File: src/hdl/ect_pkg.sv
// ----------------------------------------------------------------------------
// ect_pkg
// Shared types, constants and calendar helpers for the epoch to calendar
// converter.
// ----------------------------------------------------------------------------
package ect_pkg;

  // Result status codes
  typedef enum logic [1:0] {
    ST_OK        = 2'd0,
    ST_NOT_READY = 2'd1,
    ST_RANGE     = 2'd2
  } status_t;

  // Valid window: 2000-01-01 00:00:00 up to, not including, 2100-01-01
  localparam logic [31:0] FIRST_SEC = 32'd946684800;
  localparam logic [31:0] END_SEC   = 32'd4102444800;

  // Day split: seconds = 128 * 675 per day, quotient by reciprocal 2^32/675
  localparam int          DAY_LO_BITS = 7;
  localparam logic [9:0]  DAY_UNITS   = 10'd675;
  localparam logic [22:0] DAY_RECIP   = 23'd6362914;

  // Time of day: x/60 as (x * 139811) >> 23 for 17-bit x,
  // and (x * 2185) >> 17 for 11-bit x
  localparam logic [5:0]  SEC_PER_MIN = 6'd60;
  localparam logic [17:0] MIN_RECIP   = 18'd139811;
  localparam logic [11:0] HR_RECIP    = 12'd2185;

  // Weekday: 2000-01-01 was a Saturday, (days + 5) mod 7 + 1 gives Monday 1
  localparam logic [2:0]  WEEK_BIAS  = 3'd5;
  localparam logic [2:0]  WEEK_DAYS  = 3'd7;
  localparam logic [16:0] WEEK_RECIP = 17'd74899;

  // Leap cycle of four years, first year leap; x/1461 as (x * 45934) >> 26
  localparam logic [10:0] CYCLE_DAYS  = 11'd1461;
  localparam logic [15:0] CYCLE_RECIP = 16'd45934;
  localparam logic [8:0]  LEAP_DAYS   = 9'd366;
  localparam logic [8:0]  YEAR_DAYS   = 9'd365;

  // First day of year of each month, months counted from 0
  function automatic logic [8:0] month_start(input logic [3:0] idx, input logic leap);
    logic [8:0] base;
    case (idx)
      4'd0:    base = 9'd0;
      4'd1:    base = 9'd31;
      4'd2:    base = 9'd59;
      4'd3:    base = 9'd90;
      4'd4:    base = 9'd120;
      4'd5:    base = 9'd151;
      4'd6:    base = 9'd181;
      4'd7:    base = 9'd212;
      4'd8:    base = 9'd243;
      4'd9:    base = 9'd273;
      4'd10:   base = 9'd304;
      4'd11:   base = 9'd334;
      default: base = 9'd0;
    endcase
    // February 29 pushes every later month by one day
    if (leap && idx >= 4'd2) begin
      base = base + 9'd1;
    end
    return base;
  endfunction

  // Month from day of year: count month starts that are not beyond it
  function automatic logic [3:0] month_index(input logic [8:0] doy, input logic leap);
    logic [3:0] cnt;
    cnt = 4'd0;
    for (int m = 1; m < 12; m++) begin
      if (doy >= month_start(4'(m), leap)) begin
        cnt = cnt + 4'd1;
      end
    end
    return cnt;
  endfunction

endpackage

File: src/hdl/ect_day_split.sv
// ----------------------------------------------------------------------------
// ect_day_split
// Splits seconds since 2000-01-01 into whole days and seconds of day over
// four register stages (offset, reciprocal multiply, back multiply, fixup).
// ----------------------------------------------------------------------------
module ect_day_split (
  input  logic        clk,
  input  logic [3:0]  stage_en,
  input  logic [31:0] epoch_seconds,
  output logic [15:0] days,
  output logic [16:0] secs
);

  logic [31:0] rel;
  logic [24:0] x1_r, x2_r;
  logic [6:0]  lo1_r, lo2_r, lo3_r, lo4_r;
  logic [47:0] prod;
  logic [15:0] q2_r, q3_r, days_r;
  logic [25:0] qd, diff;
  logic [10:0] r3_r, rr;
  logic        fix;
  logic [9:0]  rem4_r;

  // Stage 1: rebase to 2000, split off the low 7 bits (86400 = 128 * 675)
  assign rel = epoch_seconds - ect_pkg::FIRST_SEC;

  always_ff @(posedge clk) begin
    if (stage_en[0]) begin
      x1_r  <= rel[31:ect_pkg::DAY_LO_BITS];
      lo1_r <= rel[ect_pkg::DAY_LO_BITS-1:0];
    end
  end

  // Stage 2: quotient estimate, low by at most one
  assign prod = 48'(x1_r) * 48'(ect_pkg::DAY_RECIP);

  always_ff @(posedge clk) begin
    if (stage_en[1]) begin
      q2_r  <= prod[47:32];
      x2_r  <= x1_r;
      lo2_r <= lo1_r;
    end
  end

  // Stage 3: remainder of the estimate, below twice the divisor
  assign qd   = 26'(q2_r) * 26'(ect_pkg::DAY_UNITS);
  assign diff = 26'(x2_r) - qd;

  always_ff @(posedge clk) begin
    if (stage_en[2]) begin
      r3_r  <= diff[10:0];
      q3_r  <= q2_r;
      lo3_r <= lo2_r;
    end
  end

  // Stage 4: one correction step
  assign fix = (r3_r >= 11'(ect_pkg::DAY_UNITS));
  assign rr  = fix ? (r3_r - 11'(ect_pkg::DAY_UNITS)) : r3_r;

  always_ff @(posedge clk) begin
    if (stage_en[3]) begin
      days_r <= q3_r + 16'(fix);
      rem4_r <= rr[9:0];
      lo4_r  <= lo3_r;
    end
  end

  assign days = days_r;
  assign secs = {rem4_r, lo4_r};

endmodule

File: src/hdl/ect_tod.sv
// ----------------------------------------------------------------------------
// ect_tod
// Seconds of day to hour, minute and second over three register stages.
// ----------------------------------------------------------------------------
module ect_tod (
  input  logic        clk,
  input  logic [2:0]  stage_en,
  input  logic [16:0] secs,
  output logic [4:0]  hour,
  output logic [5:0]  minute,
  output logic [5:0]  second
);

  logic [34:0] mp;
  logic [10:0] mins1_r, mins2_r;
  logic [16:0] secs1_r;
  logic [16:0] mm60, sdiff;
  logic [22:0] hp;
  logic [5:0]  sec2_r, sec3_r, min3_r;
  logic [4:0]  hr2_r, hr3_r;
  logic [10:0] hd;

  // Stage 1: minutes of day
  assign mp = 35'(secs) * 35'(ect_pkg::MIN_RECIP);

  always_ff @(posedge clk) begin
    if (stage_en[0]) begin
      mins1_r <= mp[33:23];
      secs1_r <= secs;
    end
  end

  // Stage 2: second of minute and hour of day
  assign mm60  = 17'(mins1_r) * 17'(ect_pkg::SEC_PER_MIN);
  assign sdiff = secs1_r - mm60;
  assign hp    = 23'(mins1_r) * 23'(ect_pkg::HR_RECIP);

  always_ff @(posedge clk) begin
    if (stage_en[1]) begin
      sec2_r  <= sdiff[5:0];
      hr2_r   <= hp[21:17];
      mins2_r <= mins1_r;
    end
  end

  // Stage 3: minute of hour
  assign hd = mins2_r - 11'(hr2_r) * 11'(ect_pkg::SEC_PER_MIN);

  always_ff @(posedge clk) begin
    if (stage_en[2]) begin
      min3_r <= hd[5:0];
      hr3_r  <= hr2_r;
      sec3_r <= sec2_r;
    end
  end

  assign hour   = hr3_r;
  assign minute = min3_r;
  assign second = sec3_r;

endmodule

File: src/hdl/ect_date.sv
// ----------------------------------------------------------------------------
// ect_date
// Days since 2000-01-01 to weekday, year, month and day of month: three
// register stages, month lookup after the last one.
// ----------------------------------------------------------------------------
module ect_date (
  input  logic        clk,
  input  logic [2:0]  stage_en,
  input  logic [15:0] days,
  output logic [2:0]  weekday,
  output logic [3:0]  month,
  output logic [4:0]  day_of_month,
  output logic [6:0]  year_offset
);

  logic [16:0] dw;
  logic [33:0] wp;
  logic [31:0] cp;
  logic [13:0] wq1_r;
  logic [16:0] dw1_r;
  logic [4:0]  cyc1_r, cyc2_r;
  logic [15:0] days1_r;
  logic [16:0] wdiff;
  logic [15:0] cdiff;
  logic [2:0]  wd2_r, wd3_r;
  logic [10:0] rem2_r, r1;
  logic [1:0]  yr;
  logic [10:0] doy_w;
  logic [6:0]  year3_r;
  logic [8:0]  doy3_r;
  logic        leap3_r;
  logic [3:0]  mi;
  logic [8:0]  dd;

  // Stage 1: weekday and leap cycle quotients
  assign dw = 17'(days) + 17'(ect_pkg::WEEK_BIAS);
  assign wp = 34'(dw) * 34'(ect_pkg::WEEK_RECIP);
  assign cp = 32'(days) * 32'(ect_pkg::CYCLE_RECIP);

  always_ff @(posedge clk) begin
    if (stage_en[0]) begin
      wq1_r   <= wp[32:19];
      dw1_r   <= dw;
      cyc1_r  <= cp[30:26];
      days1_r <= days;
    end
  end

  // Stage 2: remainders
  assign wdiff = dw1_r - 17'(wq1_r) * 17'(ect_pkg::WEEK_DAYS);
  assign cdiff = days1_r - 16'(cyc1_r) * 16'(ect_pkg::CYCLE_DAYS);

  always_ff @(posedge clk) begin
    if (stage_en[1]) begin
      wd2_r  <= wdiff[2:0] + 3'd1;
      rem2_r <= cdiff[10:0];
      cyc2_r <= cyc1_r;
    end
  end

  // Stage 3: year inside the cycle and day of year
  assign r1 = rem2_r - 11'(ect_pkg::LEAP_DAYS);

  always_comb begin
    if (rem2_r < 11'(ect_pkg::LEAP_DAYS)) begin
      yr    = 2'd0;
      doy_w = rem2_r;
    end else if (r1 < 11'(ect_pkg::YEAR_DAYS)) begin
      yr    = 2'd1;
      doy_w = r1;
    end else if (r1 < 11'(2 * ect_pkg::YEAR_DAYS)) begin
      yr    = 2'd2;
      doy_w = r1 - 11'(ect_pkg::YEAR_DAYS);
    end else begin
      yr    = 2'd3;
      doy_w = r1 - 11'(2 * ect_pkg::YEAR_DAYS);
    end
  end

  always_ff @(posedge clk) begin
    if (stage_en[2]) begin
      year3_r <= {cyc2_r, yr};
      doy3_r  <= doy_w[8:0];
      leap3_r <= (yr == 2'd0);
      wd3_r   <= wd2_r;
    end
  end

  // Month lookup, registered by the output stage
  assign mi = ect_pkg::month_index(doy3_r, leap3_r);
  assign dd = doy3_r - ect_pkg::month_start(mi, leap3_r);

  assign weekday      = wd3_r;
  assign month        = mi + 4'd1;
  assign day_of_month = dd[4:0] + 5'd1;
  assign year_offset  = year3_r;

endmodule

File: src/hdl/epoch_to_calendar_gated.sv
// ----------------------------------------------------------------------------
// epoch_to_calendar_gated
// Unix epoch seconds to UTC calendar fields, gated by the clock-ready
// register and the 2000..2099 window.
// ----------------------------------------------------------------------------
// Throughput: 8 register stages, one word per cycle while out_stall is low;
//   each stage holds its word on stall, so bubbles are squeezed out while
//   the output waits.
// Reset (rst_n low, synchronous): pipeline emptied, clock-ready cleared.
// ----------------------------------------------------------------------------
module epoch_to_calendar_gated (
  input  logic        clk,
  input  logic        rst_n,
  input  logic        in_valid,
  output logic        in_stall,
  input  logic [31:0] in_epoch_seconds,
  output logic        out_valid,
  input  logic        out_stall,
  output logic        out_accepted,
  output logic [1:0]  out_status,
  output logic [4:0]  out_hour,
  output logic [5:0]  out_minute,
  output logic [5:0]  out_second,
  output logic [2:0]  out_weekday,
  output logic [3:0]  out_month,
  output logic [4:0]  out_day_of_month,
  output logic [6:0]  out_year_offset,
  input  logic        cfg_valid,
  output logic        cfg_ready,
  input  logic        cfg_data
);

  logic [8:1]  valid_r, valid_nxt;
  logic [8:1]  stage_en;
  logic        clock_up_r;
  ect_pkg::status_t st_in;
  ect_pkg::status_t st_r [1:7];
  logic [15:0] days;
  logic [16:0] secs;
  logic [4:0]  hour;
  logic [5:0]  minute, second;
  logic [2:0]  weekday;
  logic [3:0]  month;
  logic [4:0]  day_of_month;
  logic [6:0]  year_offset;
  logic        ok7;
  logic        out_accepted_r;
  ect_pkg::status_t out_status_r;
  logic [4:0]  out_hour_r;
  logic [5:0]  out_minute_r, out_second_r;
  logic [2:0]  out_weekday_r;
  logic [3:0]  out_month_r;
  logic [4:0]  out_day_of_month_r;
  logic [6:0]  out_year_offset_r;

  // Stage enables: a stage moves when empty or when the next one moves
  always_comb begin
    stage_en[8] = !valid_r[8] || !out_stall;
    for (int k = 7; k >= 1; k--) begin
      stage_en[k] = !valid_r[k] || stage_en[k+1];
    end
  end

  always_comb begin
    valid_nxt = valid_r;
    if (stage_en[1]) begin
      valid_nxt[1] = in_valid;
    end
    for (int k = 2; k <= 8; k++) begin
      if (stage_en[k]) begin
        valid_nxt[k] = valid_r[k-1];
      end
    end
  end

  assign in_stall  = !stage_en[1];
  assign cfg_ready = 1'b1;

  always_ff @(posedge clk) begin
    if (!rst_n) begin
      valid_r    <= '0;
      clock_up_r <= 1'b0;
    end else begin
      valid_r <= valid_nxt;
      if (cfg_valid && cfg_ready) begin
        clock_up_r <= cfg_data;
      end
    end
  end

  // Request gating, checked at entry and carried down the pipe
  always_comb begin
    if (!clock_up_r) begin
      st_in = ect_pkg::ST_NOT_READY;
    end else if (in_epoch_seconds < ect_pkg::FIRST_SEC ||
                 in_epoch_seconds >= ect_pkg::END_SEC) begin
      st_in = ect_pkg::ST_RANGE;
    end else begin
      st_in = ect_pkg::ST_OK;
    end
  end

  always_ff @(posedge clk) begin
    if (stage_en[1]) begin
      st_r[1] <= st_in;
    end
    for (int k = 2; k <= 7; k++) begin
      if (stage_en[k]) begin
        st_r[k] <= st_r[k-1];
      end
    end
  end

  // Stages 1 to 4: days and seconds of day
  ect_day_split u_day_split (
    .clk           (clk),
    .stage_en      (stage_en[4:1]),
    .epoch_seconds (in_epoch_seconds),
    .days          (days),
    .secs          (secs)
  );

  // Stages 5 to 7: time of day
  ect_tod u_tod (
    .clk      (clk),
    .stage_en (stage_en[7:5]),
    .secs     (secs),
    .hour     (hour),
    .minute   (minute),
    .second   (second)
  );

  // Stages 5 to 7: date
  ect_date u_date (
    .clk          (clk),
    .stage_en     (stage_en[7:5]),
    .days         (days),
    .weekday      (weekday),
    .month        (month),
    .day_of_month (day_of_month),
    .year_offset  (year_offset)
  );

  // Stage 8: output word, fields zeroed on reject
  assign ok7 = (st_r[7] == ect_pkg::ST_OK);

  always_ff @(posedge clk) begin
    if (stage_en[8]) begin
      out_accepted_r     <= ok7;
      out_status_r       <= st_r[7];
      out_hour_r         <= ok7 ? hour : '0;
      out_minute_r       <= ok7 ? minute : '0;
      out_second_r       <= ok7 ? second : '0;
      out_weekday_r      <= ok7 ? weekday : '0;
      out_month_r        <= ok7 ? month : '0;
      out_day_of_month_r <= ok7 ? day_of_month : '0;
      out_year_offset_r  <= ok7 ? year_offset : '0;
    end
  end

  assign out_valid        = valid_r[8];
  assign out_accepted     = out_accepted_r;
  assign out_status       = out_status_r;
  assign out_hour         = out_hour_r;
  assign out_minute       = out_minute_r;
  assign out_second       = out_second_r;
  assign out_weekday      = out_weekday_r;
  assign out_month        = out_month_r;
  assign out_day_of_month = out_day_of_month_r;
  assign out_year_offset  = out_year_offset_r;

`ifndef ASSERT_OFF
  // Input is held off only when every stage is full and the output waits
  a_stall_full: assert property (@(posedge clk) disable iff (!rst_n)
    in_stall |-> (valid_r == '1 && out_stall))
    else $error("input stalled with room in the pipe");

  // A full stage that cannot move keeps its word
  a_hold: assert property (@(posedge clk) disable iff (!rst_n)
    (valid_r[4] && !stage_en[4]) |=> valid_r[4])
    else $error("stalled stage lost its word");

  // Accepted flag and status agree
  a_status: assert property (@(posedge clk) disable iff (!rst_n)
    out_valid |-> (out_accepted == (out_status == ect_pkg::ST_OK)))
    else $error("accepted flag and status disagree");

  // A rejected word carries zero calendar fields
  a_reject_zero: assert property (@(posedge clk) disable iff (!rst_n)
    (out_valid && !out_accepted) |->
      (out_hour == '0 && out_minute == '0 && out_second == '0 &&
       out_weekday == '0 && out_month == '0 && out_day_of_month == '0 &&
       out_year_offset == '0))
    else $error("rejected word has nonzero fields");

  // An accepted word has calendar fields in range
  a_fields: assert property (@(posedge clk) disable iff (!rst_n)
    (out_valid && out_accepted) |->
      (out_hour < 5'd24 && out_minute < 6'd60 && out_second < 6'd60 &&
       out_weekday != 3'd0 && out_month != 4'd0 && out_month < 4'd13 &&
       out_day_of_month != 5'd0 && out_year_offset < 7'd100))
    else $error("calendar field out of range");
`endif

endmodule

File: config.mk
export PLATFORM = sky130hd
export DESIGN_NAME = epoch_to_calendar_gated
export DESIGN_NICKNAME = d
export VERILOG_FILES = /design/src/hdl/ect_pkg.sv /design/src/hdl/ect_day_split.sv /design/src/hdl/ect_tod.sv /design/src/hdl/ect_date.sv /design/src/hdl/epoch_to_calendar_gated.sv
export SDC_FILE = /design/constraint.sdc
export NUM_CORES = 2
export LEC_CHECK = 0
export BUFFER_PORTS_ARGS = -buffer_cell sky130_fd_sc_hd__clkbuf_2
export CAP_MARGIN = 20
export CORE_ASPECT_RATIO = 0.75
export CORE_MARGIN = 3
export CORE_UTILIZATION = 30
export DETAILED_ROUTE_END_ITERATION = 6
export PLACE_DENSITY_LB_ADDON = 0.05
export SKIP_LAST_GASP = 1
export SYNTH_ARGS = -nofsm -noshare
export SYNTH_HDL_FRONTEND = slang
export SYNTH_SLANG_ARGS = --single-unit
File: constraint.sdc
create_clock -name clk -period 12.8 [get_ports clk]
set_input_delay 2.56 -clock clk [delete_from_list [all_inputs] [get_ports clk]]
set_output_delay 2.56 -clock clk [all_outputs]
set_load 0.005 [all_outputs]
==> results.rst <==
.. list-table::
   :header-rows: 1

   * - Metric
     - Value
   * - Synthesis warning total
     - 0
   * - Area overhead of the layout relative to synthesis
     - 10.6%
   * - Beginning of the worst register-to-register path
     - u_date.leap3_r
   * - Grt total ovfl
     - 0
   * - Critical path endpoint category
     - register
   * - Largest net degree at the start of global routing
     - 42
   * - Hold Crit Endpoint
     - st_r[0][7]
   * - Worst Path Required
     - around 13000 ps
   * - Share of the clock period used by the worst path after layout
     - approximately 79%
   * - Worst Tran Pin Value
     - 1020 ps
   * - Post-synth EDFFs
     - 298
   * - Sum of buffers and inverters on the critical path
     - 5
   * - Final weighted congestion of routability-driven global placement
     - about 0.8
   * - Number of buffers added by the clock tree synthesis step
     - 37
   * - Number of instances in the synthesized netlist
     - 2990
   * - Critical Path AT
     - 10410 ps
   * - Setup repair after global routing missed its margin
     - no
   * - Area of the multi-input gates
     - 22200 sq um
   * - Via Count
     - 20300
   * - Slack of the worst reg-to-reg path
     - ~2700 ps
   * - Worst clock skew on the final layout
     - 26.7 ps
   * - Worst R2R End
     - out_day_of_month[4]
   * - DR pass1 iterations
     - 5
   * - Final routed wire length divided by cell count
     - 16.5 um
   * - Clock net sink count
     - 307
   * - Via density per instance
     - 4.38
   * - Shortest period the worst path allows
     - between 10000 and 15000 ps
   * - Hold path depth
     - 0
   * - Insertion delay of the later-clocked pin in the worst-skew pair
     - between 500 and 600 ps
   * - Setup TNS
     - 0 ps
   * - Global-route wire length before repair
     - approximately 130000 um
   * - IO Count
     - 80
   * - Maximum achievable frequency
     - 99.2 MHz
   * - TritonCTS clock tree
     - built
   * - Via count of the first global-routing pass
     - 22400
   * - Library cell appearing most often on the critical path
     - sky130_fd_sc_hd__ha_1
   * - Start point of the worst min-delay path
     - st_r[0][5]
   * - Starting Density
     - 30.4%
   * - H-tree depth
     - 2
   * - Core Region
     - between 100000 and 150000 sq um
   * - Mean cell area of the mapped netlist
     - 11.4 sq um
   * - Category of the worst setup path launch point
     - register
   * - Worst stage delay on the critical path
     - about 560 ps
   * - CTS Root Buffer Type
     - sky130_fd_sc_hd__clkbuf_16
   * - Die boundary height
     - 298 um
   * - Synthesized net count
     - 4123
   * - DRC violations left
     - 0
   * - Aggregate routed wire length
     - 76700 um
   * - Most used DFF post-synth
     - sky130_fd_sc_hd__edfxtp_1
   * - Worst rel slew slack
     - between 30% and 40%
   * - IO Port Bufs
     - between 70 and 80
   * - CTS max path bufs
     - 3
   * - Sequential cell area in the final layout
     - 9130 sq um
   * - Number of nets in the layout
     - 4230
   * - Worst setup path class
     - register to register
   * - Final hold violation count
     - 0
   * - Delay-heaviest family, CP
     - compound AO/OA/AOI/OAI gates
   * - Post-DRT Antenna Nets
     - 0
   * - Number of standard-cell rows in the floorplan
     - 106
   * - Hold-fix buffers, CTS
     - 0
   * - Mapped cell area
     - roughly 34000 sq um
   * - Half-perimeter wire length of the detailed placement result
     - about 64000 um
   * - Result of the run
     - complete, no violations
   * - Cell count of the worst reg-to-reg path
     - 43
   * - Number of antenna violations at the first check in global routing
     - 2
   * - Fraction of synthesis flops using an asynchronous set or reset pin
     - 0%
   * - Final max-slew violation count
     - 0
   * - Aggregate global-route resource usage
     - 13.7%
   * - Max-cap violations
     - 0
   * - Width of the chip
     - 395 um
   * - Final Setup Violations
     - 0
   * - Highest fanout seen on the critical path
     - 7
   * - Filler Cell Count
     - between 10000 and 15000
   * - Number of gates resized after cts
     - 0
   * - Die area
     - 118000 sq um
   * - Number of DRC violations after detailed-routing iteration 0
     - 828
   * - Clock input transition at the sequential cells of the worst setup and hold paths
     - 60 ps
   * - Library cell contributing the largest single delay on the critical path
     - sky130_fd_sc_hd__o32ai_1
   * - Worst hold slack across all endpoints
     - 412 ps
   * - Register bit total from synthesis
     - 307
   * - Layout cell share with drive strength beyond 1
     - slightly above 6%
   * - Worst min path class
     - register to register
   * - Post-synthesis cell type count
     - 91
   * - Post-CTS setup repair buffer count
     - 0
   * - Seq/Total Area, Yosys
     - 26.8%
[cells in the final DEF, fill, tap and decap left out, types with 32 or more instances in the layout]
cell	instances
sky130_fd_sc_hd__edfxtp_1	298
sky130_fd_sc_hd__nand3_1	33
sky130_fd_sc_hd__clkbuf_16	40
sky130_fd_sc_hd__inv_1	687
sky130_fd_sc_hd__a21oi_1	83
sky130_fd_sc_hd__a21o_1	32
sky130_fd_sc_hd__fa_1	356
sky130_fd_sc_hd__and2_1	44
sky130_fd_sc_hd__o21ai_0	53
sky130_fd_sc_hd__nor2_1	88
sky130_fd_sc_hd__nand2_1	77
sky130_fd_sc_hd__ha_1	739
sky130_fd_sc_hd__xor2_1	56
sky130_fd_sc_hd__clkbuf_2	78
sky130_fd_sc_hd__xnor2_1	141
[Yosys cell counts, types with 11 or more instances]
library cell,instances,area [sq um]
sky130_fd_sc_hd__ha_1,739,9250
sky130_fd_sc_hd__inv_1,689,2590
sky130_fd_sc_hd__fa_1,356,7130
sky130_fd_sc_hd__edfxtp_1,298,8950
sky130_fd_sc_hd__xnor2_1,141,1230
sky130_fd_sc_hd__nor2_1,88,330
sky130_fd_sc_hd__a21oi_1,83,415
sky130_fd_sc_hd__nand2_1,80,300
sky130_fd_sc_hd__xor2_1,56,490
sky130_fd_sc_hd__o21ai_0,53,265
sky130_fd_sc_hd__and2_1,44,275
sky130_fd_sc_hd__nand3_1,33,165
sky130_fd_sc_hd__a21o_1,32,240
sky130_fd_sc_hd__o21a_1,24,180
sky130_fd_sc_hd__nor3_1,21,105
sky130_fd_sc_hd__and3_1,17,106
sky130_fd_sc_hd__nor2b_1,17,106
sky130_fd_sc_hd__a31oi_1,15,93.8
sky130_fd_sc_hd__o21bai_1,14,105
sky130_fd_sc_hd__clkbuf_1,13,48.8
sky130_fd_sc_hd__nand2b_1,11,68.8
[kinds of logic after synthesis]
| family | synth area share (%) |
|---|---|
| other cells | 0.0110 |
| fa+ha+maj | 48.1 |
| xor+xnor | 5.60 |
| simple gates | 5.22 |
| flops | 26.8 |
| buf+inv | 7.93 |
| mux | 0.408 |
| compound gates | 5.98 |
[cell type report]
class                   instances  share of cell area [%]
multi-input cells            1972                    59.0
flip-flops and latches        307                    24.2
inverters                     689                    6.86
well taps                    1512                    5.02
clock buffers                  49                    2.82
repair buffers                 90                    1.35
clock inverters                18                   0.687
diodes                          1                 0.00664
[flip-flops by register name (all words and copies together) (netlist names), 7 cells and up]
name	count
u_day_split.x2_r	11
u_date.year_offset	7
u_day_split.q3_r	16
u_day_split.x1_r	25
out_year_offset	7
u_day_split.r3_r	11
u_day_split.lo2_r	7
u_day_split.lo1_r	7
st_r	14
u_date.rem2_r	11
u_day_split.lo3_r	7
u_date.days1_r	11
valid_r	8
u_day_split.q2_r	16
u_date.doy3_r	9
u_day_split.rem4_r	10
u_tod.mins1_r	11
u_day_split.days	16
u_day_split.lo4_r	7
[per-layer routing]
metal	GRT usage [%]	vias up	part of all wire, %
li1	-	10100	-
met1	21.4	9921	54
met2	19.9	227	41
met3	1.89	63	3.4
met4	2.37	0	1.4
met5	0	-	0
[through the flow]
step                cells  util, %  cell area [sq um]  setup slack, ps
CTS                  4634     33.6              37600             2770
global route         4637     33.6              37700             1990
floorplan            2990        -              34100             3990
detailed placement   4567     32.4              36300             2780
finish               4638     33.6              37700             2720
global placement     4567     32.4              36300             3150
[worst reg2reg max path, delay by kind of cell, from the launching register on]
family	cells	cell delay (ps)
AO/OA/AOI/OAI	14	3520
XOR/XNOR	5	780
adder cells (fa/ha/maj)	10	3160
buffers and inverters	5	410
flip-flops	1	460
multiplexers	1	300
AND/OR/NAND/NOR	8	1230
[worst max-delay path by stage]
stage / startpoint / endpoint / slack (ps) / cells after the start
4_1_cts: u_date.leap3_r / out_day_of_month[4] / 2770 / 43
2_1_floorplan: u_date.doy3_r[2] / out_day_of_month[4] / 3990 / 43
3_5_place_dp: u_date.doy3_r[2] / out_day_of_month[4] / 2780 / 42
5_1_grt: u_date.leap3_r / out_day_of_month[4] / 1990 / 42
6_report: u_date.leap3_r / out_day_of_month[4] / 2720 / 43
3_3_place_gp: u_date.leap3_r / out_day_of_month[4] / 3150 / 43
Power is left out: the tool's default activity adds up to more than one toggle a clock period on the data nets, which glitch-free logic cannot reach.
